## src/hw/rtl/spidx_pkg.sv

```systemverilog
package spidx_pkg;

  localparam int unsigned FRAC_BITS_DEF = 16;
  localparam int unsigned NUM_W         = 31;
  localparam int unsigned QBITS         = 33;
  localparam int unsigned SQRT_STEPS    = 32;
  localparam int unsigned CNT_W         = 6;
  localparam int unsigned IN_W          = 48;
  localparam int unsigned OUT_W         = 200;
  localparam int unsigned CFG_IDX_W     = 3;
  localparam int unsigned CFG_DATA_W    = 16;

  typedef enum logic [2:0] {
    REG_INDEX_MODE    = 3'd0,
    REG_NODATA_ENABLE = 3'd1,
    REG_NODATA_BAND1  = 3'd2,
    REG_NODATA_BAND2  = 3'd3,
    REG_NODATA_BAND3  = 3'd4
  } reg_idx_e;

  typedef enum logic [3:0] {
    MODE_ND      = 4'd0,
    MODE_RATIO   = 4'd1,
    MODE_DIFF    = 4'd2,
    MODE_PCT     = 4'd3,
    MODE_EVI2    = 4'd4,
    MODE_SAVI    = 4'd5,
    MODE_SQPROD  = 4'd6,
    MODE_BRIGHT  = 4'd7,
    MODE_CHLORO  = 4'd8,
    MODE_WDRVI   = 4'd9,
    MODE_EVI     = 4'd10,
    MODE_GBNDVI  = 4'd11,
    MODE_VARI    = 4'd12,
    MODE_LAI     = 4'd13,
    MODE_NMDI    = 4'd14,
    MODE_UNUSED  = 4'd15
  } mode_e;

  localparam logic [3:0] FIRST_THREE_BAND = MODE_EVI;

  typedef enum logic [2:0] {
    ST_IDLE,
    ST_PREP1,
    ST_PREP2,
    ST_START,
    ST_LOOP,
    ST_ROUND,
    ST_DONE
  } state_e;

  typedef struct packed {
    logic load;
    logic prep1;
    logic prep2;
    logic start;
    logic step;
    logic round;
    logic emit;
  } cmd_t;

  typedef struct packed {
    logic ok;
    logic use_sqrt;
  } status_t;

  localparam logic signed [63:0] INVALID_INT = -64'sd9999;

  function automatic logic [31:0] inv_value(input int unsigned frac);
    logic [63:0] mag;
    mag = 64'(unsigned'(-INVALID_INT)) << frac;
    if (mag >= 64'h8000_0000) begin
      return 32'h8000_0000;
    end
    return 32'(-mag);
  endfunction

endpackage

```

## src/hw/rtl/spidx_ctrl.sv

```systemverilog
module spidx_ctrl (
  input  logic                clk_i,
  input  logic                rst_ni,
  input  logic                s_valid_i,
  output logic                s_ready_o,
  output logic                m_valid_o,
  input  logic                m_ready_i,
  input  spidx_pkg::status_t  status_i,
  output spidx_pkg::cmd_t     cmd_o
);

  spidx_pkg::state_e state_q, state_d;
  logic [spidx_pkg::CNT_W-1:0] cnt_q, cnt_d;
  logic m_valid_q, m_valid_d;

  always_ff @(posedge clk_i or negedge rst_ni) begin
    if (!rst_ni) begin
      state_q   <= spidx_pkg::ST_IDLE;
      cnt_q     <= '0;
      m_valid_q <= 1'b0;
    end else begin
      state_q   <= state_d;
      cnt_q     <= cnt_d;
      m_valid_q <= m_valid_d;
    end
  end

  always_comb begin
    state_d   = state_q;
    cnt_d     = cnt_q;
    cmd_o     = '0;
    s_ready_o = 1'b0;
    m_valid_d = m_valid_q && !m_ready_i;
    case (state_q)
      spidx_pkg::ST_IDLE: begin
        s_ready_o = 1'b1;
        if (s_valid_i) begin
          cmd_o.load = 1'b1;
          state_d    = spidx_pkg::ST_PREP1;
        end
      end
      spidx_pkg::ST_PREP1: begin
        cmd_o.prep1 = 1'b1;
        state_d     = spidx_pkg::ST_PREP2;
      end
      spidx_pkg::ST_PREP2: begin
        cmd_o.prep2 = 1'b1;
        state_d     = spidx_pkg::ST_START;
      end
      spidx_pkg::ST_START: begin
        cmd_o.start = 1'b1;
        cnt_d = status_i.use_sqrt ? spidx_pkg::CNT_W'(spidx_pkg::SQRT_STEPS - 1)
                                  : spidx_pkg::CNT_W'(spidx_pkg::QBITS - 1);
        state_d = status_i.ok ? spidx_pkg::ST_LOOP : spidx_pkg::ST_DONE;
      end
      spidx_pkg::ST_LOOP: begin
        cmd_o.step = 1'b1;
        if (cnt_q == '0) begin
          state_d = spidx_pkg::ST_ROUND;
        end else begin
          cnt_d = cnt_q - 1'b1;
        end
      end
      spidx_pkg::ST_ROUND: begin
        cmd_o.round = 1'b1;
        state_d     = spidx_pkg::ST_DONE;
      end
      spidx_pkg::ST_DONE: begin
        if (!m_valid_q || m_ready_i) begin
          cmd_o.emit = 1'b1;
          m_valid_d  = 1'b1;
          state_d    = spidx_pkg::ST_IDLE;
        end
      end
      default: begin
        state_d = spidx_pkg::ST_IDLE;
      end
    endcase
  end

  assign m_valid_o = m_valid_q;

endmodule

```

## config.mk

```make
export PLATFORM = sky130hd
export DESIGN_NAME = spidx_ctrl
export DESIGN_NICKNAME = d
export VERILOG_FILES = /design/src/hw/rtl/spidx_pkg.sv /design/src/hw/rtl/spidx_ctrl.sv
export SDC_FILE = /design/constraint.sdc
export NUM_CORES = 1
export LEC_CHECK = 0
export BUFFER_PORTS_ARGS = -buffer_cell sky130_fd_sc_hd__buf_2
export CORE_MARGIN = 5
export CORE_UTILIZATION = 39
export DETAILED_ROUTE_END_ITERATION = 10
export GPL_TIMING_DRIVEN = 0
export SYNTH_ARGS = -nofsm -noshare
export SYNTH_HDL_FRONTEND = slang
export SYNTH_SLANG_ARGS = --single-unit
```

## constraint.sdc

```tcl
create_clock -name clk_i -period 5.71 [get_ports clk_i]
set_clock_uncertainty 0.2 [all_clocks]
set_input_delay 1.713 -clock clk_i [delete_from_list [all_inputs] [get_ports clk_i]]
set_output_delay 1.713 -clock clk_i [all_outputs]
set_load 0.01 [all_outputs]
```

Word level (Yosys, flattened, before mapping)
Cells that the tools add are included.
{"block": "totals", "out_inout_bits": 9, "regBits": 10, "input_bits": 6}
{"block": "classes", "eq_ne": 10, "n_reduce_logical": 9, "n_mux": 20, "n_addsub": 1}
{"operator": "$pmux W3 S7", "count": 1}
{"operator": "$mux W1", "count": 12}
{"operator": "$mux W6", "count": 2}
{"operator": "$pmux W6 S2", "count": 1}
{"operator": "$eq A3 B3 Y1 const B", "count": 3}
{"operator": "$mux W3", "count": 3}
{"operator": "$ne A2 B2 Y1 const B", "count": 4}
{"operator": "$eq A3 B2 Y1 const B", "count": 2}
{"operator": "$logic_not A6 Y1", "count": 1}
{"operator": "$sub A6 B1 Y6 const B", "count": 1}
{"operator": "$eq A3 B1 Y1 const B", "count": 1}
{"operator": "$logic_not A3 Y1", "count": 1}
{"operator": "$reduce_and A3 Y1", "count": 1}
{"operator": "$logic_not A1 Y1", "count": 2}
{"operator": "$mux W2", "count": 1}
{"operator": "$reduce_and A2 Y1", "count": 1}
{"operator": "$reduce_bool A2 Y1", "count": 1}
{"operator": "$logic_and A1 B1 Y1", "count": 1}
{"operator": "$logic_or A1 B1 Y1", "count": 1}

Logic depth before layout (Yosys ltp)
{"block": "logic_depth", "word_depth": 4, "mapped_depth": 6, "mapped_depth_nobuf": 5}

Least setup slack after synthesis
No wires, ideal clock.
{"block": "synth_timing", "path_kind": "input-to-output", "startpoint": "input port m_ready_i", "endpoint": "output port cmd_o[0] in the netlist's numbering", "n_path_buf": 0, "cell_stages": 2, "arrival_ps": 1937, "path_slack_ps": 1860, "cell_sequence": "inv_1 -> a21oi_1"}
{"item": "from (decl)", "line": "spidx_ctrl.sv:7", "rtl": "input logic m_ready_i,"}
{"item": "to (decl)", "line": "spidx_ctrl.sv:9", "rtl": "output spidx_pkg::cmd_t cmd_o"}

==> results.txt <==
Status -> finished, final reports clean
Clock buffer depth -> 2
Share of layout cells above drive strength 1 -> 26.80%
R2R setup slack -> 3.50 ns
Multi-input gate area -> 406.6 um^2
Unrepaired setup endpoints after global routing -> false
Worst relative slew slack -> 72.03%
Share of the synthesized area in the top cell type -> 35.15%
Maxcap violations -> 0
Final setup margin -> 1.698 ns
Largest family of logic cells by synthesized area -> simple AND/OR/NAND/NOR gates
Post-route ant nets -> 0
Max VDD drop -> 0.2495 mV
Sequential share of the synthesized area -> 35.15%
Wire length per cell -> 13.66 um
CP arrival -> 2.10 ns
Max Fclk -> 249.3 MHz
Crit-path max FO -> 3
Rows -> 15
CP bufs+invs -> 3
Starting Density -> 41.23%
DP Area -> 813.3 um^2
Area Overhead vs Synth -> 19.33%
Tmin final -> 4.012 ns
CP max stage cell -> buf_2
Synth warnings -> 0
Die Wd -> 52.73 um
Setup TNS -> 0 ns
Mapped Avg Cell Area -> 9.012 um^2
Dominant cell type by area after synthesis -> dfrtp_1
Fin. Hold Viols -> 0
PD cells -> 539.4 mW/mm^2
Critical path capture point -> cmd_o[0]
Grt ovf -> 0
Die area -> 0.002780 mm^2
Antenna diodes -> 0
WL final -> 1666 um
Sequential Area -> 250.2 um^2
Unique masters post-synth -> 37
Hold buffer count at cts -> 0
Clock Tree Root -> clkbuf_4
Synth Area in XOR/XNOR -> 2.460%
Post-layout nets -> 106
Fill count -> 195
CP Capture Type -> output pin
Critical Path RT -> 3.80 ns
Multiplexer share of the synthesized area -> 0%
Worst path cell trace -> buf_2 -> inv_1 -> a21oi_1 -> buf_2
RR Endpoint -> state_q[0]
Nature of the critical path startpoint -> primary input
# setup viols final -> 0
Design area -> 849.6 um^2
GRT Util Overall -> 14.11%
Leakage -> 0.3839 nW
Crit share post-route -> 70.26%
Core footprint -> 0.001727 mm^2
Clock net sink count -> 10
CTS Buf Count -> 3
Max-slew violation count -> 0
Most common cell after layout, fill and taps aside -> buf_2
First-pass GRT wire length -> 2849 um
# resized after CTS -> 0
WP depth -> 4
Yosys reg bits -> 10
First-iteration detailed-routing DRC count -> 10
Worst path max stage delay -> 0.14 ns
Cells after synthesis -> 79
Worst-Margin Slew -> 0.4195 ns
First-pass iteration count of the detailed router -> 4
Synth area leaders -> dfrtp_1 35%, a211oi_1 4.2%, nor2_1 3.7%
TritonCTS clock tree -> done
Residual DRC -> 0
Port bufs -> 14
Post-CTS setup buffers -> 0
IO Pins -> 15
Worst Setup SP -> m_ready_i
Max H-tree Level -> 1
RD Place Congestion -> 0.8322
Most common cell on crit path -> buf_2
Largest net degree at the start of global routing -> 11
Vias per cell -> 5.434
Simple-Gate Fraction of Synth Area -> 28.47%
Vias in the first global route -> 639
Initial antenna violation count -> 0
Via count -> 663
Overall Power -> 0.4583 mW
Critical path type -> in -> out
Compound-cell area share of the yosys netlist -> 22.67%
Tightest Hold Check Type -> reg -> reg
Cell family with most CP delay -> buffers and inverters
Die H -> 52.73 um
Post-Synthesis Net Count -> 87
Final HPWL DP -> 1215 um
Cell Area, Synth -> 711.9 um^2
Pre-CTS WS -> 1.697 ns
Reg2Reg Depth -> 6
Clk pin slew, worst setup/hold paths -> 0.08 ns
FF-to-FF Start -> cnt_q[0]
Most frequent cells in the layout -> 16 x buf_2, 10 x dfrtp_1, 7 x nor2_1
Clk_lat worst skew -> 0.27 ns
Adder-cell area share of the yosys netlist -> 3.515%
[worst register-to-register path, stage by stage (launching register included)]
cell and delay, ns:
dfrtp_1 0.36, clkbuf_1 0.19, inv_1 0.13, ha_1 0.18, or3b_4 0.42, or4_1 0.41, a211oi_1 0.24
[metal layers]
metal	part of all wire [%]	global-route usage, %	wire length, um	vias to the layer above
li1	-	-	-	327
met1	49	18.38	812	320
met2	45	20.87	747	12
met3	4.8	3.704	80	4
met4	1.6	7.660	26	0
met5	0	0	0	-
[where the power goes]
part	internal, mW	switching (mW)
registers	0.105	0.0254
clock network	0.0388	0.0295
logic	0.113	0.146
total	0.257	0.201
[Yosys cell counts, drive strengths merged]
cell type  number
a311oi          1
a311o           1
o22ai           1
a221oi          2
a22o            1
o311a           3
ha              2
o21ai           3
nor3b           4
nand2           1
or3b            2
o2111ai         1
a21o            1
a21oi           2
nor3            3
inv             6
or2b            1
nor2b           1
dfrtp          10
o31ai           1
and2            2
nand4b          1
nor2            7
buf             2
or2             1
nor4b           1
or4             1
nand3b          1
and3b           2
and2b           1
a211oi          4
xnor2           2
or3             1
clkbuf          6
[cell families after synthesis]
group,Yosys count
flip-flops,10
XOR/XNOR,2
adder cells (fa/ha/maj),2
AND/OR/NAND/NOR,30
AO/OA/AOI/OAI,21
buffers and inverters,14
[flip-flops by register name (all words and copies together) (netlist names)]
register   cells
m_valid_o      1
state_q        3
cnt_q          6
[worst min-delay path by stage]
stage                          from  cells past startpoint         to  slack, ns
after floorplan           m_valid_o                      2  m_valid_o       0.37
after global placement    m_valid_o                      2  m_valid_o       0.35
after detailed placement  m_valid_o                      2  m_valid_o       0.36
after CTS                 m_valid_o                      2  m_valid_o       0.38
after global routing      m_valid_o                      2  m_valid_o       0.45
final                     m_valid_o                      2  m_valid_o       0.38
[per-stage QoR]
step	cells	hold WS [ns]	util, %
after CTS	122	0.3773	49.20
after floorplan	79	0.3698	-
after detailed placement	118	0.3638	47.10
final	122	0.3759	49.20
after global placement	118	0.3467	47.10
after global routing	122	0.4536	49.20
[layout make-up]
cell class,instances,area share [%]
multi-input cells,55,47.86
flip-flops and latches,10,29.46
repair buffers,14,8.247
clock buffers,4,4.271
plain buffers,8,3.829
well taps,25,3.682
inverters,6,2.651
(Power assumes the default switching activity.)
